**src/rtl/srsc_pkg.sv**
```systemverilog
package srsc_pkg;

    localparam int STACK_DEPTH = 64;
    localparam int CNT_W       = $clog2(STACK_DEPTH + 1);
    localparam int ADDR_W      = 64;
    localparam int REQ_W       = 2;
    localparam int STATUS_W    = 3;
    localparam int DEPTH_OUT_W = 7;

    localparam logic [REQ_W-1:0] REQ_CALL        = 2'd0;
    localparam logic [REQ_W-1:0] REQ_RETURN      = 2'd1;
    localparam logic [REQ_W-1:0] REQ_NEW_PROCESS = 2'd2;

    localparam logic [STATUS_W-1:0] ST_PUSHED   = 3'd0;
    localparam logic [STATUS_W-1:0] ST_CONTINUE = 3'd1;
    localparam logic [STATUS_W-1:0] ST_MISMATCH = 3'd2;
    localparam logic [STATUS_W-1:0] ST_FINISH   = 3'd3;
    localparam logic [STATUS_W-1:0] ST_OVERFLOW = 3'd4;
    localparam logic [STATUS_W-1:0] ST_IGNORED  = 3'd5;
    localparam logic [STATUS_W-1:0] ST_HALTED   = 3'd6;

    typedef logic [ADDR_W-1:0] addr_t;
    typedef logic [CNT_W-1:0]  count_t;

    typedef struct packed {
        logic push;
        logic pop;
    } shift_ctl_t;

    function automatic logic [DEPTH_OUT_W-1:0] depth_out(input count_t cnt);
        logic [CNT_W+DEPTH_OUT_W-1:0] wide;
        wide = {{DEPTH_OUT_W{1'b0}}, cnt};
        return wide[DEPTH_OUT_W-1:0];
    endfunction

endpackage

```
**src/rtl/srsc_cell.sv**
```systemverilog
module srsc_cell (
    input  logic                clk,
    input  srsc_pkg::shift_ctl_t ctl,
    input  srsc_pkg::addr_t     up_data,
    input  srsc_pkg::addr_t     down_data,
    output srsc_pkg::addr_t     data
);
    import srsc_pkg::*;

    addr_t data_reg;
    addr_t data_next;

    always_comb
    begin
        data_next = data_reg;
        if (ctl.push)
        begin
            data_next = up_data;
        end
        else if (ctl.pop)
        begin
            data_next = down_data;
        end
    end

    always_ff @(posedge clk)
    begin
        data_reg <= data_next;
    end

    assign data = data_reg;

endmodule

```
**config.mk**
```make
export PLATFORM = sky130hd
export DESIGN_NAME = srsc_cell
export DESIGN_NICKNAME = d
export VERILOG_FILES = /design/src/rtl/srsc_pkg.sv /design/src/rtl/srsc_cell.sv
export SDC_FILE = /design/constraint.sdc
export NUM_CORES = 1
export LEC_CHECK = 0
export ABC_CLOCK_PERIOD_IN_PS = 3120
export BUFFER_PORTS_ARGS = -buffer_cell sky130_fd_sc_hd__buf_4
export CORE_MARGIN = 3
export CORE_UTILIZATION = 42
export CTS_BUF_LIST = sky130_fd_sc_hd__clkbuf_8 sky130_fd_sc_hd__clkbuf_16
export DETAILED_ROUTE_END_ITERATION = 16
export PLACE_DENSITY = 0.83
export SLEW_MARGIN = 20
export SYNTH_ARGS = -nofsm -noshare
export SYNTH_HDL_FRONTEND = slang
export SYNTH_SLANG_ARGS = --single-unit
```
**constraint.sdc**
```tcl
create_clock -name clk -period 3.12 [get_ports clk]
set_input_delay 0.468 -clock clk [delete_from_list [all_inputs] [get_ports clk]]
set_output_delay 0.468 -clock clk [all_outputs]
set_load 0.05 [all_outputs]
```
=== Word-level counts from Yosys, hierarchy flattened ===
Cells that the tools add are included.

* Muxes and demuxes: 2
* Reduce and logical (&&, ||, !) cells: 1

{| class="wikitable"
|+ Operator list
! kind !! count
|-
| $mux W64 || 2
|-
| $reduce_bool A2 Y1 || 1
|}

* Register bits after elaboration: 64
* Input port bits: 131
* Output and inout port bits: 64
* Word-level logic and storage cells: 4

=== Depth between registers and ports, before layout ===
* Word-level depth: 2
* Depth in mapped cells: 3
* Gate-level depth less buffers: 1

=== Worst setup path before layout ===
Ideal clock, no wire load.

* Kind: input-to-reg
* Start point: input ctl[1] in the netlist's numbering
* End point: register data_reg[0] (netlist: data[0]), enable pin
* Arrival: 2.217 ns
* Path slack: 0.478 ns
* Cell stages on the path: 3
* Cell sequence: buf_6 buf_6 or2_1

* Longest elaborated chain between the ends: 1

{| class="wikitable"
|+ RTL lines
! element !! line !! source
|-
| from (decl) || srsc_cell.sv:3 || <nowiki>input srsc_pkg::shift_ctl_t ctl,</nowiki>
|-
| $reduce_bool A2 Y1 (no line) || n/a ||
|-
| to (signal assigned) || srsc_cell.sv:28 || <nowiki>data_reg <= data_next;</nowiki>
|-
| to (decl) || srsc_cell.sv:10 || <nowiki>addr_t data_reg;</nowiki>
|}

No other way between the ends.
A chain may end at the register's enable or synchronous reset.

=== Worst setup path after layout ===
* Start point: input ctl[1] in the netlist's numbering
* End point: register data_reg[0] (netlist: data[0]) (data pin)

* Longest elaborated chain between the ends: 1

{| class="wikitable"
|+ RTL lines
! element !! line !! source
|-
| $mux W64 || srsc_cell.sv:16 || <nowiki>if (ctl.push)</nowiki>
|-
| net data_next[0] || srsc_cell.sv:11 || <nowiki>addr_t data_next;</nowiki>
|}

The timed path passes the listed nets, and every way through them passes these cells.

==> out/metrics.cfg <==
[sta]
finalCriticalPeriod_ns = 1.56
hold_violations = 0
tightestPinTransition_ns = 0.565
relSlewSlack_pct = 62.4
rsz0062_at_grt = no
tns_ns = 0
slew_viol_final = 0
fmax_mhz = 641
fin_crit_sh_pct = 50.0
setup_viol = 0

[finish]
final_cell_mix = buf_4 (194), edfxtp_1 (64), mux2_4 (49)
antenna_cells = 0
final_cells = 416
syn2layout_area_growth_pct = 57.5
drive_gt1_share_pct = 80.5
nets = 467
largest_register_ffs = 64
final_common_cell = buf_4

[global_routing]
grt_max_degree = 65
antenna_found_initial = 0
grt_pass1_wl_mm = 10.9
grt_use_total_pct = 19.2
grt_pass1_vias = 2169
grt_overflow_total = 0

[route]
drt-initial-drc-count = 37
wl_mm = 7.77
wire_per_inst_um = 18.7
drt-pass1-iter-count = 4
antenna_left = 0
via_per_inst = 4.83
drc = 0
vias = 2008

[placement]
dp_cells = 402
place.gp.congestion = 0.744
port_buffers = 194

[clocking]
hold_buffers = 0
cts_buffers = 9
path_clk_slew_ns = 0.07
h-tree-depth = 3
cts_buffer_depth = 2
cts_root_buffer = clkbuf_8
cts_tree = built
cts.sinks = 64
postCtsSetupBuffers = 0
ctsResizeCount = 0

[worst_setup_path]
critPathMaxFanout = 36
path_class = input port to flip-flop
critPathArrivalTime_ns = 1.63
cp.required_ns = 3.19
start_kind = input port
crit_path_end_kind = flip-flop
cp-endpoint = data[0]
crit_path_start = ctl[1]

[synthesis]
synthCells = 136
synth_area_sq_mm = 0.00291
seq_area_frac_synth_pct = 66.1
ys_warn_count = 0
synth_area_leader_cell = edfxtp_1
syn_avg_cell_area_sq_um = 21.4
yosysUniqueCellTypes = 6
syn_nets = 267
synth.area.top_cells = edfxtp_1 (66%), mux2_4 (25%), mux2_2 (5.8%)
netlist.area_leader.share_pct = 66.1
ys_ff_latch = 64

[die]
dieWidth_um = 89.2
ios = 195
die_area_sq_mm = 0.00795
core_area_sq_mm = 0.00653
die_h_um = 89.2
start_util_pct = 44.5
std_cell_rows = 29

[power]
p_leak_nw = 2.14
p_total_mw = 2.40
power_density_mw_per_mm2 = 525
ir_worst_vdd_v = 0.000321

[run_status]
outcome = complete, no violations

[worst_hold_path]
hp-class = input port to flip-flop

[flow_run]
cap_violations = 0

==> layer usage <==
layer	share of wire (%)	up-vias	global-route usage (%)
met5	0	-	0
met4	3.0	0	10.6
met3	8.0	16	6.08
met2	58	101	36.0
met1	31	959	18.4
li1	-	932	-
==> cells in the mapped netlist (all sizes together) <==
| master | instances |
|---|---|
| or2 | 1 |
| edfxtp | 64 |
| mux2 | 64 |
| buf | 7 |
==> worst min-delay path by stage <==
stage,from,endpoint,slack [ns],depth (start not counted)
6_report,up_data[17],data[17],0.44,2
5_1_grt,up_data[46],data[46],0.42,2
4_1_cts,down_data[27],data[27],0.42,2
3_5_place_dp,down_data[27],data[27],0.77,2
3_3_place_gp,up_data[36],data[36],0.77,2
2_1_floorplan,up_data[12],data[12],0.69,1
==> worst max-delay path, cell delays in order <==
cell and delay [ns]:
buf_4 0.46, buf_12 0.31, mux2_2 0.37
==> layout make-up <==
| type | instances | area [sq um] |
|---|---|---|
| clock inverter | 5 | 27.5 |
| clock buffer | 9 | 124 |
| multi-input combinational | 65 | 911 |
| sequential | 64 | 1920 |
| timing repair buffer | 196 | 1500 |
| tap | 77 | 96.3 |
| fill | 460 | 1950 |
==> per-stage QoR <==
step                      instance area [sq um]  hold WS (ns)  util (%)  setup slack (ns)
after floorplan                            2910         0.685         -             0.478
after global placement                     4430         0.769      67.8              1.25
after detailed placement                   4430         0.771      67.8              1.22
after CTS                                  4580         0.415      70.1              1.58
after global routing                       4580         0.424      70.1              1.52
final                                      4580         0.436      70.1              1.56
==> report_power, final <==
group	leakage [nW]	internal, mW	switching, mW
clock	0.0758	0.272	0.288
combinational	1.42	0.309	0.454
sequential	0.652	1.06	0.0269
total	2.14	1.64	0.768
==> logic make-up (layout without fill, tap and decap cells) <==
family | after synthesis | count (layout) | share of synthesized area, %
buffers and inverters | 7 | 210 | 2.50
DFF | 64 | 64 | 66.1
muxes | 64 | 64 | 31.1
and+or+nand+nor | 1 | 1 | 0.215
Note: power is estimated with default switching activity, not from simulation.
