### config.mk
export PLATFORM = sky130hd
export DESIGN_NAME = srsc_ctrl
export DESIGN_NICKNAME = d
export VERILOG_FILES = /design/src/rtl/srsc_pkg.sv /design/src/rtl/srsc_ctrl.sv
export SDC_FILE = /design/constraint.sdc
export NUM_CORES = 1
export LEC_CHECK = 0
export BUFFER_PORTS_ARGS = -buffer_cell sky130_fd_sc_hd__clkbuf_2
export CAP_MARGIN = 20
export CORE_ASPECT_RATIO = 0.5
export CORE_MARGIN = 3
export CORE_UTILIZATION = 35
export DETAILED_ROUTE_END_ITERATION = 10
export GPL_TIMING_DRIVEN = 0
export PLACE_DENSITY = 0.77
export SLEW_MARGIN = 20
export SYNTH_ARGS = -nofsm -noshare
export SYNTH_HDL_FRONTEND = slang
export SYNTH_SLANG_ARGS = --single-unit
### constraint.sdc
create_clock -name clk -period 2 [get_ports clk]
set_clock_uncertainty 0.05 [all_clocks]
set_input_delay 0 -clock clk [delete_from_list [all_inputs] [get_ports clk]]
set_output_delay 0 -clock clk [all_outputs]
set_load 0.005 [all_outputs]
### src/rtl/srsc_pkg.sv
package srsc_pkg;

    localparam int STACK_DEPTH = 64;
    localparam int CNT_W       = $clog2(STACK_DEPTH + 1);
    localparam int ADDR_W      = 64;
    localparam int REQ_W       = 2;
    localparam int STATUS_W    = 3;
    localparam int DEPTH_OUT_W = 7;

    localparam logic [REQ_W-1:0] REQ_CALL        = 2'd0;
    localparam logic [REQ_W-1:0] REQ_RETURN      = 2'd1;
    localparam logic [REQ_W-1:0] REQ_NEW_PROCESS = 2'd2;

    localparam logic [STATUS_W-1:0] ST_PUSHED   = 3'd0;
    localparam logic [STATUS_W-1:0] ST_CONTINUE = 3'd1;
    localparam logic [STATUS_W-1:0] ST_MISMATCH = 3'd2;
    localparam logic [STATUS_W-1:0] ST_FINISH   = 3'd3;
    localparam logic [STATUS_W-1:0] ST_OVERFLOW = 3'd4;
    localparam logic [STATUS_W-1:0] ST_IGNORED  = 3'd5;
    localparam logic [STATUS_W-1:0] ST_HALTED   = 3'd6;

    typedef logic [ADDR_W-1:0] addr_t;
    typedef logic [CNT_W-1:0]  count_t;

    typedef struct packed {
        logic push;
        logic pop;
    } shift_ctl_t;

    function automatic logic [DEPTH_OUT_W-1:0] depth_out(input count_t cnt);
        logic [CNT_W+DEPTH_OUT_W-1:0] wide;
        wide = {{DEPTH_OUT_W{1'b0}}, cnt};
        return wide[DEPTH_OUT_W-1:0];
    endfunction

endpackage

### src/rtl/srsc_ctrl.sv
module srsc_ctrl (
    input  logic                                clk,
    input  logic                                rst_n,
    input  logic                                in_valid,
    output logic                                in_ready,
    input  logic [srsc_pkg::REQ_W-1:0]          req_type,
    input  srsc_pkg::addr_t                     return_address,
    input  srsc_pkg::addr_t                     top_data,
    output srsc_pkg::shift_ctl_t                ctl,
    output logic                                out_valid,
    input  logic                                out_ready,
    output logic [srsc_pkg::STATUS_W-1:0]       status,
    output logic [srsc_pkg::DEPTH_OUT_W-1:0]    stack_depth
);
    import srsc_pkg::*;

    count_t                  count_reg;
    count_t                  count_next;
    logic                    halted_reg;
    logic                    halted_next;
    logic                    out_valid_reg;
    logic                    out_valid_next;
    logic [STATUS_W-1:0]     status_reg;
    logic [STATUS_W-1:0]     status_next;
    logic [DEPTH_OUT_W-1:0]  depth_reg;
    logic                    accept;

    assign in_ready = !out_valid_reg || out_ready;
    assign accept   = in_valid && in_ready;

    always_comb
    begin
        count_next  = count_reg;
        halted_next = halted_reg;
        status_next = status_reg;
        ctl         = '0;
        if (accept)
        begin
            if (halted_reg)
            begin
                status_next = ST_HALTED;
            end
            else
            begin
                case (req_type)
                    REQ_CALL:
                    begin
                        if (count_reg == CNT_W'(STACK_DEPTH))
                        begin
                            halted_next = 1'b1;
                            status_next = ST_OVERFLOW;
                        end
                        else
                        begin
                            ctl.push    = 1'b1;
                            count_next  = count_reg + 1'b1;
                            status_next = ST_PUSHED;
                        end
                    end
                    REQ_RETURN:
                    begin
                        if (count_reg == '0 || top_data != return_address)
                        begin
                            halted_next = 1'b1;
                            status_next = ST_MISMATCH;
                        end
                        else
                        begin
                            ctl.pop    = 1'b1;
                            count_next = count_reg - 1'b1;
                            if (count_reg == CNT_W'(1))
                            begin
                                halted_next = 1'b1;
                                status_next = ST_FINISH;
                            end
                            else
                            begin
                                status_next = ST_CONTINUE;
                            end
                        end
                    end
                    default:
                    begin
                        status_next = ST_IGNORED;
                    end
                endcase
            end
        end
    end

    always_comb
    begin
        out_valid_next = out_valid_reg;
        if (accept)
        begin
            out_valid_next = 1'b1;
        end
        else if (out_ready)
        begin
            out_valid_next = 1'b0;
        end
    end

    always_ff @(posedge clk or negedge rst_n)
    begin
        if (!rst_n)
        begin
            count_reg     <= '0;
            halted_reg    <= 1'b0;
            out_valid_reg <= 1'b0;
        end
        else
        begin
            count_reg     <= count_next;
            halted_reg    <= halted_next;
            out_valid_reg <= out_valid_next;
        end
    end

    always_ff @(posedge clk)
    begin
        if (accept)
        begin
            status_reg <= status_next;
            depth_reg  <= depth_out(count_next);
        end
    end

    assign out_valid   = out_valid_reg;
    assign status      = status_reg;
    assign stack_depth = depth_reg;

`ifndef SYNTHESIS
    a_push_pop_excl: assert property (@(posedge clk) disable iff (!rst_n)
        !(ctl.push && ctl.pop))
        else $error("push and pop together");

    a_halt_sticky: assert property (@(posedge clk) disable iff (!rst_n)
        halted_reg |=> halted_reg)
        else $error("halt cleared");

    a_count_bound: assert property (@(posedge clk) disable iff (!rst_n)
        count_reg <= CNT_W'(STACK_DEPTH))
        else $error("count beyond stack depth");

    a_halted_word: assert property (@(posedge clk) disable iff (!rst_n)
        (accept && halted_reg) |=> (status_reg == ST_HALTED && $stable(count_reg)))
        else $error("word after halt not reported as halted");
`endif

endmodule

# [After elaboration in Yosys (flattened, before gate mapping)]
# Cells that the tools add are included.
[op_classes] n_eq_ne=4 n_reduce_logical=7 add_sub_neg=2 mux=22
[op_table] op="64-bit != test" count=1
[op_table] op="7-bit two-way mux" count=4
[op_table] op="7-bit case mux with 2 select lines" count=1
[op_table] op="1-bit two-way mux" count=10
[op_table] op="2-bit two-way mux" count=4
[op_table] op="7-bit by 1-bit adder with 7-bit output (second input constant)" count=1
[op_table] op="7-bit by 1-bit == test with 1-bit output (second input constant)" count=1
[op_table] op="7-bit == test (second input constant)" count=1
[op_table] op="7-bit zero test" count=1
[op_table] op="7-bit by 1-bit subtractor with 7-bit output (second input constant)" count=1
[op_table] op="3-bit case mux with 2 select lines" count=1
[op_table] op="3-bit two-way mux" count=1
[op_table] op="2-bit by 1-bit == test with 1-bit output (second input constant)" count=1
[op_table] op="2-bit zero test" count=1
[op_table] op="1-bit logical OR" count=2
[op_table] op="1-bit case mux with 2 select lines" count=1
[op_table] op="2-bit nonzero test" count=1
[op_table] op="1-bit logical AND" count=1
[op_table] op="1-bit zero test" count=1
[word_totals] regBits=19 elab_cells=40 out_inout_bits=14 input_bits=134

# [Logic depth before layout (Yosys ltp)]
# Gate-level depths: netlist of run 1.
[depth] depth_word=6 mapped_depth=8 ltp_nobuf=8

# [Worst setup path after synthesis of run 1]
# No wires, ideal clock.
[synth_path] path_kind="register -> register" start="reg count_reg[4]" end="reg depth_reg[0] (netlist: stack_depth[0]), data pin" n_path_buf=2 setup_time_ps=263 slack_ps=-130 arrival_ps=1817 stages_incl_launch_ff=9 synth_period_minus_slack_ps=2130 path_cell_list="dfrtp_1 -> buf_4 -> nor4_1 -> and2_1 -> nand2b_1 -> and2_1 -> buf_4 -> o211a_1 -> xnor2_1"
[synth_via] elab_chain_cells=6
[synth_rtl] element="from (decl)" line="srsc_ctrl.sv:17" source="count_t count_reg;"
[synth_rtl] element="from (signal assigned)" line="srsc_ctrl.sv:114" source="count_reg <= count_next;"
[synth_rtl] element="7-bit zero test" line="srsc_ctrl.sv:62" source="if (count_reg == '0 || top_data != return_address)"
[synth_rtl] element="1-bit logical OR" line="srsc_ctrl.sv:62"
[synth_rtl] element="7-bit two-way mux" line="srsc_ctrl.sv:62"
[synth_rtl] element="7-bit case mux with 2 select lines *" line="srsc_ctrl.sv:45" source="case (req_type)"
[synth_rtl] element="7-bit two-way mux *" line="srsc_ctrl.sv:39" source="if (halted_reg)"
[synth_rtl] element="7-bit two-way mux *" line="srsc_ctrl.sv:37" source="if (accept)"
[synth_rtl] element="net count_next[0]" line="srsc_ctrl.sv:18" source="count_t count_next;"
[synth_rtl] element="to (signal assigned)" line="srsc_ctrl.sv:125" source="depth_reg <= depth_out(count_next);"
[synth_rtl] element="to (decl)" line="srsc_ctrl.sv:25" source="logic [DEPTH_OUT_W-1:0] depth_reg;"
# Mark *: on every way through the listed nets, which the timed path passes. The rest lies on a longest branch.
# A chain may end at the register's enable or synchronous reset.

# [Final worst setup path of run 1]
# Ends and elaborated chain as after synthesis.

==> results of run 1 <==
-- stage by stage --
stage / hold WS, ps / cell area [sq um] / instances
4_1_cts: 10.2 / 2720 / 419
2_1_floorplan: -346 / 1760 / 194
5_1_grt: 7.17 / 2820 / 423
6_report: 5.29 / 2820 / 423
3_3_place_gp: -171 / 2570 / 407
3_5_place_dp: -160 / 2570 / 407
-- cells in the final DEF (no fill, tap or decap), types with 2 or more instances in the layout --
master / count
sky130_fd_sc_hd__nand4_1: 7
sky130_fd_sc_hd__nand2b_1: 3
sky130_fd_sc_hd__and2_4: 3
sky130_fd_sc_hd__buf_4: 12
sky130_fd_sc_hd__dfrtp_2: 4
sky130_fd_sc_hd__a21oi_1: 4
sky130_fd_sc_hd__dlygate4sd3_1: 2
sky130_fd_sc_hd__ha_1: 2
sky130_fd_sc_hd__clkbuf_2: 147
sky130_fd_sc_hd__nand2_1: 11
sky130_fd_sc_hd__o21ai_1: 3
sky130_fd_sc_hd__nor2_1: 11
sky130_fd_sc_hd__nor3_1: 6
sky130_fd_sc_hd__nor4_4: 2
sky130_fd_sc_hd__o21ai_0: 4
sky130_fd_sc_hd__inv_1: 4
sky130_fd_sc_hd__nor4_2: 4
sky130_fd_sc_hd__xor2_1: 64
sky130_fd_sc_hd__edfxtp_1: 10
sky130_fd_sc_hd__nand3_1: 6
sky130_fd_sc_hd__a31oi_1: 4
sky130_fd_sc_hd__dfrtp_1: 5
sky130_fd_sc_hd__clkbuf_8: 3
sky130_fd_sc_hd__nor4_1: 12
-- metal layers --
| layer | share of wire, % | global-route usage (%) | vias up | routed length, microns |
|---|---|---|---|---|
| met5 | 0 | 0 | - | 0 |
| met4 | 2.6 | 5.54 | 0 | 166 |
| met3 | 5.7 | 3.94 | 18 | 357 |
| met2 | 51 | 38.3 | 91 | 3230 |
| met1 | 40 | 24.2 | 960 | 2520 |
| li1 | - | - | 1025 | - |
-- critical path: stages (launching register included) --
cell                       delay [ps]
sky130_fd_sc_hd__dfrtp_1          380
sky130_fd_sc_hd__buf_6            140
sky130_fd_sc_hd__nor4_4           310
sky130_fd_sc_hd__and2_4           210
sky130_fd_sc_hd__nand2b_4          70
sky130_fd_sc_hd__and2_4           190
sky130_fd_sc_hd__o211a_1          240
sky130_fd_sc_hd__xnor2_2          150
-- report_power, final --
| group | leakage (nW) | switching (W) | internal, W |
|---|---|---|---|
| clock | 0.0255 | 0.000125 | 0.000138 |
| sequential | 0.199 | 0.0000249 | 0.000462 |
| combinational | 1.18 | 0.000365 | 0.000423 |
-- Yosys cell counts (2+ instances only) --
library cell	number
sky130_fd_sc_hd__clkbuf_1	2
sky130_fd_sc_hd__and2_1	4
sky130_fd_sc_hd__dfrtp_1	9
sky130_fd_sc_hd__nor4_1	17
sky130_fd_sc_hd__nor2_1	11
sky130_fd_sc_hd__buf_4	2
sky130_fd_sc_hd__nand3_1	7
sky130_fd_sc_hd__edfxtp_1	10
sky130_fd_sc_hd__a32oi_1	2
sky130_fd_sc_hd__xor2_1	64
sky130_fd_sc_hd__ha_1	3
sky130_fd_sc_hd__nand2_1	12
sky130_fd_sc_hd__o21ai_0	5
sky130_fd_sc_hd__nand4_1	7
sky130_fd_sc_hd__o21ai_1	2
sky130_fd_sc_hd__nand2b_1	4
sky130_fd_sc_hd__inv_1	5
sky130_fd_sc_hd__a21oi_1	4
sky130_fd_sc_hd__nor3_1	6
sky130_fd_sc_hd__a31oi_1	4
-- worst paths after layout --
kind,from,to,depth (start not counted)
max,count_reg[4],stack_depth[0],7
min,out_ready,out_valid,3
max reg2reg,count_reg[4],stack_depth[0],7
min reg2reg,out_valid,out_valid,2
max in group asynchronous,rst_n,count_reg[2],2
min in group asynchronous,rst_n,count_reg[5],2
-- logic make-up (layout without fill, tap and decap cells) --
kind of cell | count (synthesis) | count (layout) | synth area share (%)
compound gates | 25 | 25 | 9.56
xor+xnor | 65 | 65 | 32.7
fa+ha+maj | 3 | 3 | 2.16
buf+inv | 9 | 172 | 2.37
flops | 19 | 19 | 30.2
simple gates | 73 | 73 | 23.0
-- layout make-up --
| type | instances | area, sq um | share of cell area, % |
|---|---|---|---|
| Multi-Input combinational cell | 166 | 1280 | 45.3 |
| Inverter | 5 | 22.5 | 0.799 |
| Clock buffer | 3 | 41.3 | 1.46 |
| Sequential cell | 19 | 531 | 18.8 |
| Timing Repair Buffer | 161 | 846 | 30.0 |
| Clock inverter | 1 | 5.00 | 0.177 |
| Tap cell | 66 | 82.6 | 2.93 |
| Buffer | 2 | 16.3 | 0.577 |
-- repair_timing --
item,CTS,global route
gates resized for setup,10,16
setup endpoints to repair,12,8
pin swaps,5,8
hold buffers,2,0
setup buffers,7,5
endpoints found under the hold margin,10,0
==> qor.log, run 1 <==
qor: finish.fillers 414
qor: sta.slew_viol_final 0
qor: sta.worstMarginPinSlew 364 ps
qor: synth.post_synth_main_area_contributors sky130_fd_sc_hd__xor2_1 (32%), sky130_fd_sc_hd__edfxtp_1 (17%), sky130_fd_sc_hd__dfrtp_1 (13%), sky130_fd_sc_hd__nor4_1 (6.1%), sky130_fd_sc_hd__nand2_1 (2.6%)
qor: sta.setup-violations-final 0
qor: sta.period_minus_slack 1990 ps
qor: routing.avgViaCountPerCell 4.95
qor: placement.portBuffers 147
qor: synth.synth_nets 331
qor: synth.netlist-cell-type-count 34
qor: hold_path.worst_hold_path_type primary input to register
qor: clock_tree.clockBufferDepth 2
qor: clock_tree.tritoncts_clock_tree yes
qor: floorplan.die-height 55.9 microns
qor: routing.remaining_drc_errors 0
qor: routing.firstDrtPassIters 4
qor: global_routing.first_global_vias 2143
qor: synth.mean_area_per_synthesized_cell 8.97 sq um
qor: placement.post_detailed_placement_half_perimeter_wirelength 5340 microns
qor: global_routing.initial_antenna_violation_count 0
qor: clock_tree.htreeDepth 1
qor: clock_tree.clkTransAtPathRegs 70 ps
qor: global_routing.grt_start_max_net_pins 13
qor: pwr.total_leakage_power 1.40 nW
qor: floorplan.core_region_area 0.00459 sq mm
qor: global_routing.groute.usage.overall 20.6%
qor: critical_path.critical_path_required 1960 ps
qor: global_routing.grt_pass1_wl 9900 microns
qor: run.reported_max_cap_violation_count 0
qor: finish.antenna-diode-count 0
qor: clock_tree.cts_num_sinks 19
qor: pwr.irDropWorstVdd 236 uV
qor: outcome.run_status completed
qor: critical_path.cp-start-kind register
qor: clock_tree.clock_tree.root_cell sky130_fd_sc_hd__clkbuf_8
qor: routing.finalWirelength 6280 microns
qor: routing.final_antenna_net_count 0
qor: sta.fmaxAchievable 502 MHz
qor: sta.max_slew_margin 75.6%
qor: sta.worst_slack 6.16 ps
qor: synth.biggest_area_consumer_among_synthesized_cells sky130_fd_sc_hd__xor2_1
qor: placement.gpl.final_weighted_congestion 0.900
qor: synth.synth_largest_type_area_fraction 32.2%
qor: critical_path.critPathCaptureType register
qor: synth.ys_ff_latch 19
qor: clock_tree.numCtsBuffers 3
qor: finish.flow.area_growth_from_synthesis 62.0%
qor: finish.finalNetCount 495
qor: routing.num_vias 2094
qor: pwr.power.density 546 mW/mm^2
qor: sta.setup_tns 0 ps
qor: floorplan.initial_utilization 37.9%
qor: placement.dpl_worst_slack -280 ps
qor: critical_path.cp_data_arrival_time 1950 ps
qor: pwr.power 0.00154 W
qor: synth.asyncSetResetFlopFracSynth 47.4%
qor: synth.synth_edf_count 10
qor: sta.final_period_util 99.7%
qor: synth.postSynth.topFlopCell sky130_fd_sc_hd__edfxtp_1
qor: floorplan.ios 148
qor: synth.synth.yosys.warnings 0
qor: sta.timing_hold_violations_final 0
qor: global_routing.gr-total-overflow 0
qor: floorplan.floorplan.die_area 0.00591 sq mm
qor: routing.routedWlPerCell 14.9 microns
qor: sta.grt_setup_unrepaired true
qor: floorplan.die_w 106 microns
qor: synth.synth_seq_area_share 30.2%
qor: critical_path.criticalPathCategory register to register
qor: floorplan.placement_rows 17
qor: critical_path.rrSetupSlack 6 ps
qor: routing.drt_first_iter_violations 48
qor: finish.postLayoutCoreUtil 61.4%
qor: finish.final_layout_size_suffix_gt1_share 52.4%
qor: critical_path.path_max_fanout 7
qor: clock_tree.worst_skew_pair.late_latency 260 ps
qor: synth.synth_cells 194
qor: synth.netlist_area 0.00174 sq mm
Power figures use the tool's default switching activity.
==> run 2: changes to the inputs <==
--- a/config.mk
+++ b/config.mk
@@ -12,7 +12,7 @@
 export CORE_UTILIZATION = 35
 export DETAILED_ROUTE_END_ITERATION = 10
 export GPL_TIMING_DRIVEN = 0
-export PLACE_DENSITY = 0.77
+export PLACE_DENSITY = 0.79
 export SLEW_MARGIN = 20
 export SYNTH_ARGS = -nofsm -noshare
 export SYNTH_HDL_FRONTEND = slang
==> run 2 against run 1 <==
The run now ends with negative hold slack, negative setup slack left. Largest cell class unchanged. Power increased by 5.1%. Hold slack got worse by 7.6 ps. Sequential power about the same. Global-route usage about the same. Register-to-register slack got worse by 20 ps. Final area increased by 1.4%. Core utilization increased by 0.84 points.
==> qor.log, run 2 (synthesis gave the netlist of run 1 again) <==
qor: routing.wire_length_on_met2 3320 microns [was 3230 microns]
qor: routing.remaining_drc_errors 0 [unchanged]
qor: hold_path.worst_hold_path_cell_count 3 [unchanged]
qor: finish.final_design_area_no_fill 0.00286 sq mm [was 0.00282 sq mm]
qor: floorplan.placement_rows 17 [unchanged]
qor: critical_path.crit_path_top_delay_cell sky130_fd_sc_hd__dfrtp_1 [unchanged]
qor: critical_path.path_common_cell sky130_fd_sc_hd__and2_4 [unchanged]
qor: finish.finalNetCount 500 [was 495]
qor: sta.timing_hold_violations_final 1 [was 0]
qor: finish.mostFrequentLayoutCells sky130_fd_sc_hd__clkbuf_2 (148), sky130_fd_sc_hd__xor2_1 (64), sky130_fd_sc_hd__buf_4 (17) [was sky130_fd_sc_hd__clkbuf_2 (147), sky130_fd_sc_hd__xor2_1 (64), sky130_fd_sc_hd__nor4_1 (12), sky130_fd_sc_hd__buf_4 (12)]
qor: placement.gpl.final_weighted_congestion 0.902 [was 0.900]
qor: critical_path.worstSetupPathDepth 7 [unchanged]
qor: global_routing.grt_start_max_net_pins 13 [unchanged]
qor: placement.placed_area 0.00257 sq mm [unchanged]
qor: routing.firstDrtPassIters 4 [unchanged]
qor: critical_path.timing.critical_path.max_delay_family simple AND/OR/NAND/NOR gates [unchanged]
qor: critical_path.path_max_fanout 7 [unchanged]
qor: critical_path.cp_data_arrival_time 1980 ps [was 1950 ps]
qor: routing.met3WireLength 466 microns [was 357 microns]
qor: placement.post_detailed_placement_half_perimeter_wirelength 5010 microns [was 5340 microns]
qor: sta.max_slew_margin 73.6% [was 75.6%]
qor: sta.worstMarginPinSlew 395 ps [was 364 ps]
qor: clock_tree.clkTransAtPathRegs 70 ps [about the same]
qor: clock_tree.clock_tree.root_cell sky130_fd_sc_hd__clkbuf_8 [unchanged]
qor: floorplan.die-height 55.9 microns [unchanged]
qor: clock_tree.tritoncts_clock_tree yes [unchanged]
qor: critical_path.cp_cell_sequence buf_6 -> nor4_4 -> and2_4 -> nand2b_4 -> and2_4 -> o211a_1 -> xnor2_2 [unchanged]
qor: critical_path.criticalPathCategory register to register [unchanged]
qor: global_routing.first_global_vias 2188 [was 2143]
qor: critical_path.reg2regPathDepth 7 [unchanged]
qor: clock_tree.clockBufferDepth 2 [unchanged]
qor: routing.final_antenna_net_count 0 [unchanged]
qor: clock_tree.worst_skew_pair.late_latency 260 ps [about the same]
qor: finish.final_layout_size_suffix_gt1_share 53.0% [was 52.4%]
qor: global_routing.groute.usage.overall 20.6% [about the same]
qor: routing.avgViaCountPerCell 5.03 [was 4.95]
qor: outcome.run_status finished, violations left [was completed]
qor: floorplan.core_region_area 0.00459 sq mm [unchanged]
qor: pwr.irDropWorstVdd 318 uV [was 236 uV]
qor: sta.worst_slack -9.07 ps [was 6.16 ps]
qor: placement.portBuffers 147 [unchanged]
qor: clock_tree.numCtsBuffers 3 [unchanged]
qor: routing.routedWlPerCell 14.8 microns [was 14.9 microns]
qor: sta.period_minus_slack 2010 ps [was 1990 ps]
qor: outcome.violated_checks negative hold slack, negative setup slack
qor: routing.finalWirelength 6340 microns [was 6280 microns]
qor: critical_path.critical_path_required 1970 ps [was 1960 ps]
qor: floorplan.ios 148 [unchanged]
qor: routing.route.layer.met1.wl 2370 microns [was 2520 microns]
qor: sta.fmaxAchievable 498 MHz [was 502 MHz]
qor: routing.drt_first_iter_violations 67 [was 48]
qor: finish.antenna-diode-count 0 [unchanged]
qor: critical_path.cp.buffers_inverters 1 [unchanged]
qor: run.reported_max_cap_violation_count 0 [unchanged]
qor: critical_path.cp-start-kind register [unchanged]
qor: pwr.power.density 566 mW/mm^2 [was 546 mW/mm^2]
qor: floorplan.initial_utilization 37.9% [unchanged]
qor: finish.final_common_cell sky130_fd_sc_hd__clkbuf_2 [unchanged]
qor: routing.top_layer_used met4 [unchanged]
qor: critical_path.critPathMaxStageDelay 380 ps [about the same]
qor: global_routing.gr-total-overflow 0 [unchanged]
qor: hold_path.worst_hold_path_type primary input to register [unchanged]
qor: sta.hold_slack -2.27 ps [was 5.29 ps]
qor: sta.slew_viol_final 0 [unchanged]
qor: sta.setup-violations-final 1 [was 0]
qor: global_routing.initial_antenna_violation_count 0 [unchanged]
qor: sta.grt_setup_unrepaired true [unchanged]
qor: routing.num_vias 2154 [was 2094]
qor: clock_tree.htreeDepth 1 [unchanged]
qor: clock_tree.cts_num_sinks 19 [unchanged]
qor: critical_path.critPathCaptureType register [unchanged]
qor: sta.final_period_util 100% [was 99.7%]
qor: global_routing.grt_pass1_wl 9910 microns [was 9900 microns]
qor: floorplan.floorplan.die_area 0.00591 sq mm [unchanged]
qor: pwr.total_leakage_power 1.43 nW [was 1.40 nW]
qor: floorplan.die_w 106 microns [unchanged]
qor: critical_path.rrSetupSlack -9 ps [was 6 ps]
qor: finish.flow.area_growth_from_synthesis 64.3% [was 62.0%]
[run 2: worst paths after layout]
path                               from             end
max                        count_reg[4]  stack_depth[0]
min                           out_ready       out_valid
max reg2reg                count_reg[4]  stack_depth[0]
min reg2reg                   out_valid       out_valid
max in group asynchronous         rst_n    count_reg[3]
min in group asynchronous         rst_n    count_reg[5]
[run 2: worst reg2reg max path, delay by kind of cell, from the launching register on]
family	cells	cell delay [ps]
xor+xnor	1	150
flops	1	380
simple gates	4	780
buf+inv	1	140
compound gates	1	270
[run 2: layout make-up]
class                      instances  area [sq um]
fill                             405          1740
multi-input combinational        166          1280
timing repair buffer             166           883
sequential                        19           531
tap                               66          82.6
clock buffer                       3          41.3
inverter                           5          22.5
buffer                             2          16.3
clock inverter                     1          5.00
[run 2: power breakdown]
part	internal, W	switching (W)	total (W)
clock	0.000139	0.000141	0.000280
sequential	0.000462	0.0000232	0.000485
combinational	0.000459	0.000394	0.000853
[run 2: per-stage QoR]
step                      setup WS, ps  power [W]  util, %  setup TNS (ps)  instances
after detailed placement          -369    0.00105     56.0           -2910        407
after floorplan                   1.56   0.000810        -               0        194
after global placement            -295    0.00104     56.0           -2360        407
after CTS                         49.1    0.00143     59.2               0        419
final                            -9.07    0.00162     62.2           -9.07        428
after global routing             -88.4    0.00173     62.2            -298        428
[run 2: repair_timing]
action / in CTS / in global routing
endpoints found under the hold margin: 10 / 0
buffers inserted: 7 / 10
hold buffers: 2 / 0
endpoints found under the setup margin: 12 / 9
pin swaps: 3 / 7
gates cloned: 0 / 0
gates resized for setup: 9 / 17
[run 2: layer usage]
metal | vias up | track usage [%]
li1 | 1038 | -
met1 | 981 | 24.5
met2 | 116 | 37.6
met3 | 19 | 3.36
met4 | 0 | 7.56
met5 | - | 0
==> run 3: changes to the inputs <==
--- a/config.mk
+++ b/config.mk
@@ -13,6 +13,7 @@
 export DETAILED_ROUTE_END_ITERATION = 10
 export GPL_TIMING_DRIVEN = 0
 export PLACE_DENSITY = 0.79
+export SETUP_SLACK_MARGIN = 0.2
 export SLEW_MARGIN = 20
 export SYNTH_ARGS = -nofsm -noshare
 export SYNTH_HDL_FRONTEND = slang
==> run 3 against run 2 <==
The flow now finishes without violations. Critical path depth up 1. Cell count down 0.47%. Wire length down 1.8%. Final area up 1.8%. Clock power down 5%. Flip-flop and latch count unchanged. Combinational power down 5.0%. Hold slack better by 13 ps. Power down 3.2%. Largest cell class unchanged.
==> qor.log, run 3 (synthesis gave the netlist of run 1 again) <==
qor: sta.slew_viol_final 0 [unchanged]
qor: pwr.total_leakage_power 1.45 nW [was 1.43 nW]
qor: hold_path.worst_hold_path_type primary input to register [unchanged]
qor: routing.finalWirelength 6230 microns [was 6340 microns]
qor: pwr.power 0.00157 W [was 0.00162 W]
qor: sta.worstMarginPinSlew 499 ps [was 395 ps]
qor: floorplan.placement_rows 17 [unchanged]
qor: finish.postLayoutCoreUtil 63.3% [was 62.2%]
qor: global_routing.groute.usage.overall 20.6% [about the same]
qor: floorplan.ios 148 [unchanged]
qor: clock_tree.htreeDepth 1 [unchanged]
qor: pwr.power.share.sequential 31.3% [was 30.0%]
qor: floorplan.die-height 55.9 microns [unchanged]
qor: finish.final-instance-count-excl-fill 426 [was 428]
qor: critical_path.cp_cell_sequence buf_6 -> nor4_4 -> and2_4 -> nand2b_4 -> and2_4 -> buf_6 -> o211a_4 -> xnor2_2 [was buf_6 -> nor4_4 -> and2_4 -> nand2b_4 -> and2_4 -> o211a_1 -> xnor2_2]
qor: placement.portBuffers 147 [unchanged]
qor: critical_path.criticalPathCategory register to register [unchanged]
qor: sta.timing_hold_violations_final 0 [was 1]
qor: routing.wire_length_on_met2 3300 microns [was 3320 microns]
qor: clock_tree.worst_skew_pair.late_latency 260 ps [about the same]
qor: finish.final_layout_size_suffix_gt1_share 54.4% [was 53.0%]
qor: sta.max_slew_margin 66.6% [was 73.6%]
qor: pwr.switching_share 34.0% [was 34.5%]
qor: sta.final_period_util 98.9% [was 100%]
qor: pwr.p_int 0.00103 W [was 0.00106 W]
qor: run.reported_max_cap_violation_count 0 [unchanged]
qor: sta.worst_slack 22.9 ps [was -9.07 ps]
qor: floorplan.die_w 106 microns [unchanged]
qor: clock_tree.cts_num_sinks 19 [unchanged]
qor: clock_tree.clkTransAtPathRegs 70 ps [about the same]
qor: routing.top_layer_used met4 [unchanged]
qor: routing.met3WireLength 364 microns [was 466 microns]
qor: routing.num_vias 2104 [was 2154]
qor: placement.dpl_worst_slack -338 ps [was -369 ps]
qor: pwr.power.density 538 mW/mm^2 [was 566 mW/mm^2]
qor: critical_path.critical_path_required 1960 ps [was 1970 ps]
qor: sta.setup-violations-final 0 [was 1]
qor: finish.finalNetCount 498 [was 500]
qor: pwr.power_switching 0.000533 W [was 0.000558 W]
qor: global_routing.gr-total-overflow 0 [unchanged]
qor: critical_path.critPathCaptureType register [unchanged]
qor: clock_tree.numCtsBuffers 3 [unchanged]
qor: critical_path.critPathMaxStageDelay 370 ps [was 380 ps]
qor: clock_tree.clockBufferDepth 2 [unchanged]
qor: outcome.run_status completed [was finished, violations left]
qor: sta.grt_setup_unrepaired true [unchanged]
qor: finish.mostFrequentLayoutCells sky130_fd_sc_hd__clkbuf_2 (146), sky130_fd_sc_hd__xor2_1 (64), sky130_fd_sc_hd__buf_4 (12) [was sky130_fd_sc_hd__clkbuf_2 (148), sky130_fd_sc_hd__xor2_1 (64), sky130_fd_sc_hd__buf_4 (17)]
qor: finish.flow.area_growth_from_synthesis 67.2% [was 64.3%]
qor: pwr.clock_power_share 17.0% [was 17.3%]
qor: routing.drt_first_iter_violations 45 [was 67]
qor: global_routing.first_global_vias 2159 [was 2188]
qor: finish.antenna-diode-count 0 [unchanged]
qor: sta.fmaxAchievable 506 MHz [was 498 MHz]
qor: global_routing.grt_start_max_net_pins 12 [was 13]
qor: placement.gpl.final_weighted_congestion 0.863 [was 0.902]
qor: critical_path.timing.critical_path.max_delay_family simple AND/OR/NAND/NOR gates [unchanged]
qor: pwr.irDropWorstVdd 356 uV [was 318 uV]
qor: critical_path.cp-start-kind register [unchanged]
qor: finish.fillers 411 [was 405]
qor: floorplan.initial_utilization 37.9% [unchanged]
qor: routing.firstDrtPassIters 4 [unchanged]
qor: global_routing.grt_pass1_wl 9870 microns [was 9910 microns]
qor: routing.route.layer.met1.wl 2470 microns [was 2370 microns]
qor: sta.period_minus_slack 1980 ps [was 2010 ps]
qor: placement.post_detailed_placement_half_perimeter_wirelength 5120 microns [was 5010 microns]
qor: clock_tree.clock_tree.root_cell sky130_fd_sc_hd__clkbuf_8 [unchanged]
qor: placement.place_inst 407 [unchanged]
qor: critical_path.crit_path_top_delay_cell sky130_fd_sc_hd__dfrtp_1 [unchanged]
qor: floorplan.core_region_area 0.00459 sq mm [unchanged]
qor: floorplan.floorplan.die_area 0.00591 sq mm [unchanged]
qor: finish.final_common_cell sky130_fd_sc_hd__clkbuf_2 [unchanged]
qor: routing.final_antenna_net_count 0 [unchanged]
qor: global_routing.initial_antenna_violation_count 0 [unchanged]
qor: critical_path.cp.buffers_inverters 2 [was 1]
qor: routing.remaining_drc_errors 0 [unchanged]
qor: clock_tree.tritoncts_clock_tree yes [unchanged]
qor: routing.avgViaCountPerCell 4.94 [was 5.03]
qor: critical_path.path_max_fanout 7 [unchanged]
qor: routing.routedWlPerCell 14.6 microns [was 14.8 microns]
qor: pwr.share_comb_of_total_power 51.7% [was 52.7%]
qor: critical_path.cp_data_arrival_time 1940 ps [was 1980 ps]
[run 3: cell count changes in the layout (fill, tap and decap cells not counted), moves of 2 or more]
cell / change
sky130_fd_sc_hd__nor3_1: -2
sky130_fd_sc_hd__buf_4: -5
sky130_fd_sc_hd__clkbuf_2: -2
sky130_fd_sc_hd__o21ai_0: -2
sky130_fd_sc_hd__buf_6: +3
sky130_fd_sc_hd__o21ai_1: +2
[run 3: power by group through the flow]
stage | Clock, W | Combinational, W | Sequential, W
2_1_floorplan | 0 | 0.000335 | 0.000498
3_3_place_gp | 0 | 0.000560 | 0.000501
3_5_place_dp | 0 | 0.000580 | 0.000504
4_1_cts | 0.000270 | 0.000752 | 0.000488
5_1_grt | 0.000294 | 0.000882 | 0.000493
6_report | 0.000266 | 0.000810 | 0.000490
[run 3: path summary, 6_finish.rpt]
check	startpoint	to	slack, ps	depth (start not counted)
max	count_reg[4]	stack_depth[0]	20	8
min	out_ready	out_valid	10	3
max reg2reg	count_reg[4]	stack_depth[0]	20	8
min reg2reg	out_valid	out_valid	510	2
max in group asynchronous	rst_n	count_reg[0]	1600	2
min in group asynchronous	rst_n	halted_reg	80	2
[run 3: metrics by stage]
step                area [sq um]  TNS (ps)  hold WS (ps)
floorplan                   1780         0          -346
global placement            2600     -3320          -172
detailed placement          2600     -2740          -168
CTS                         2800         0          11.7
global route                2910     -65.2          24.4
finish                      2910         0          10.9
[run 3: routing by layer]
metal / track usage (%) / vias up
met1: 23.9 / 977
met2: 38.9 / 81
met4: 6.27 / 0
li1: - / 1036
met3: 3.36 / 10
met5: 0 / -
[run 3: cell type report]
class | instances | area [sq um] | area share (%)
multi-input cells | 166 | 1320 | 45.4
plain buffers | 4 | 43.8 | 1.50
repair buffers | 162 | 863 | 29.7
inverters | 5 | 22.5 | 0.774
flip-flops and latches | 19 | 529 | 18.2
well taps | 66 | 82.6 | 2.84
clock buffers | 3 | 41.3 | 1.42
clock inverters | 1 | 5.00 | 0.172
[run 3: timing repair]
item | CTS | global route
buffers inserted | 10 | 3
endpoints found under the setup margin | 15 | 17
endpoints found under the hold margin | 10 | 0
gates resized for setup | 15 | 19
hold buffers | 2 | 0
pin swaps | 9 | 9
[run 3: tightest hold or removal path: cells and delay by family]
family	cells	cell delay [ps]
AND/OR/NAND/NOR	2	200
buffers and inverters	1	70
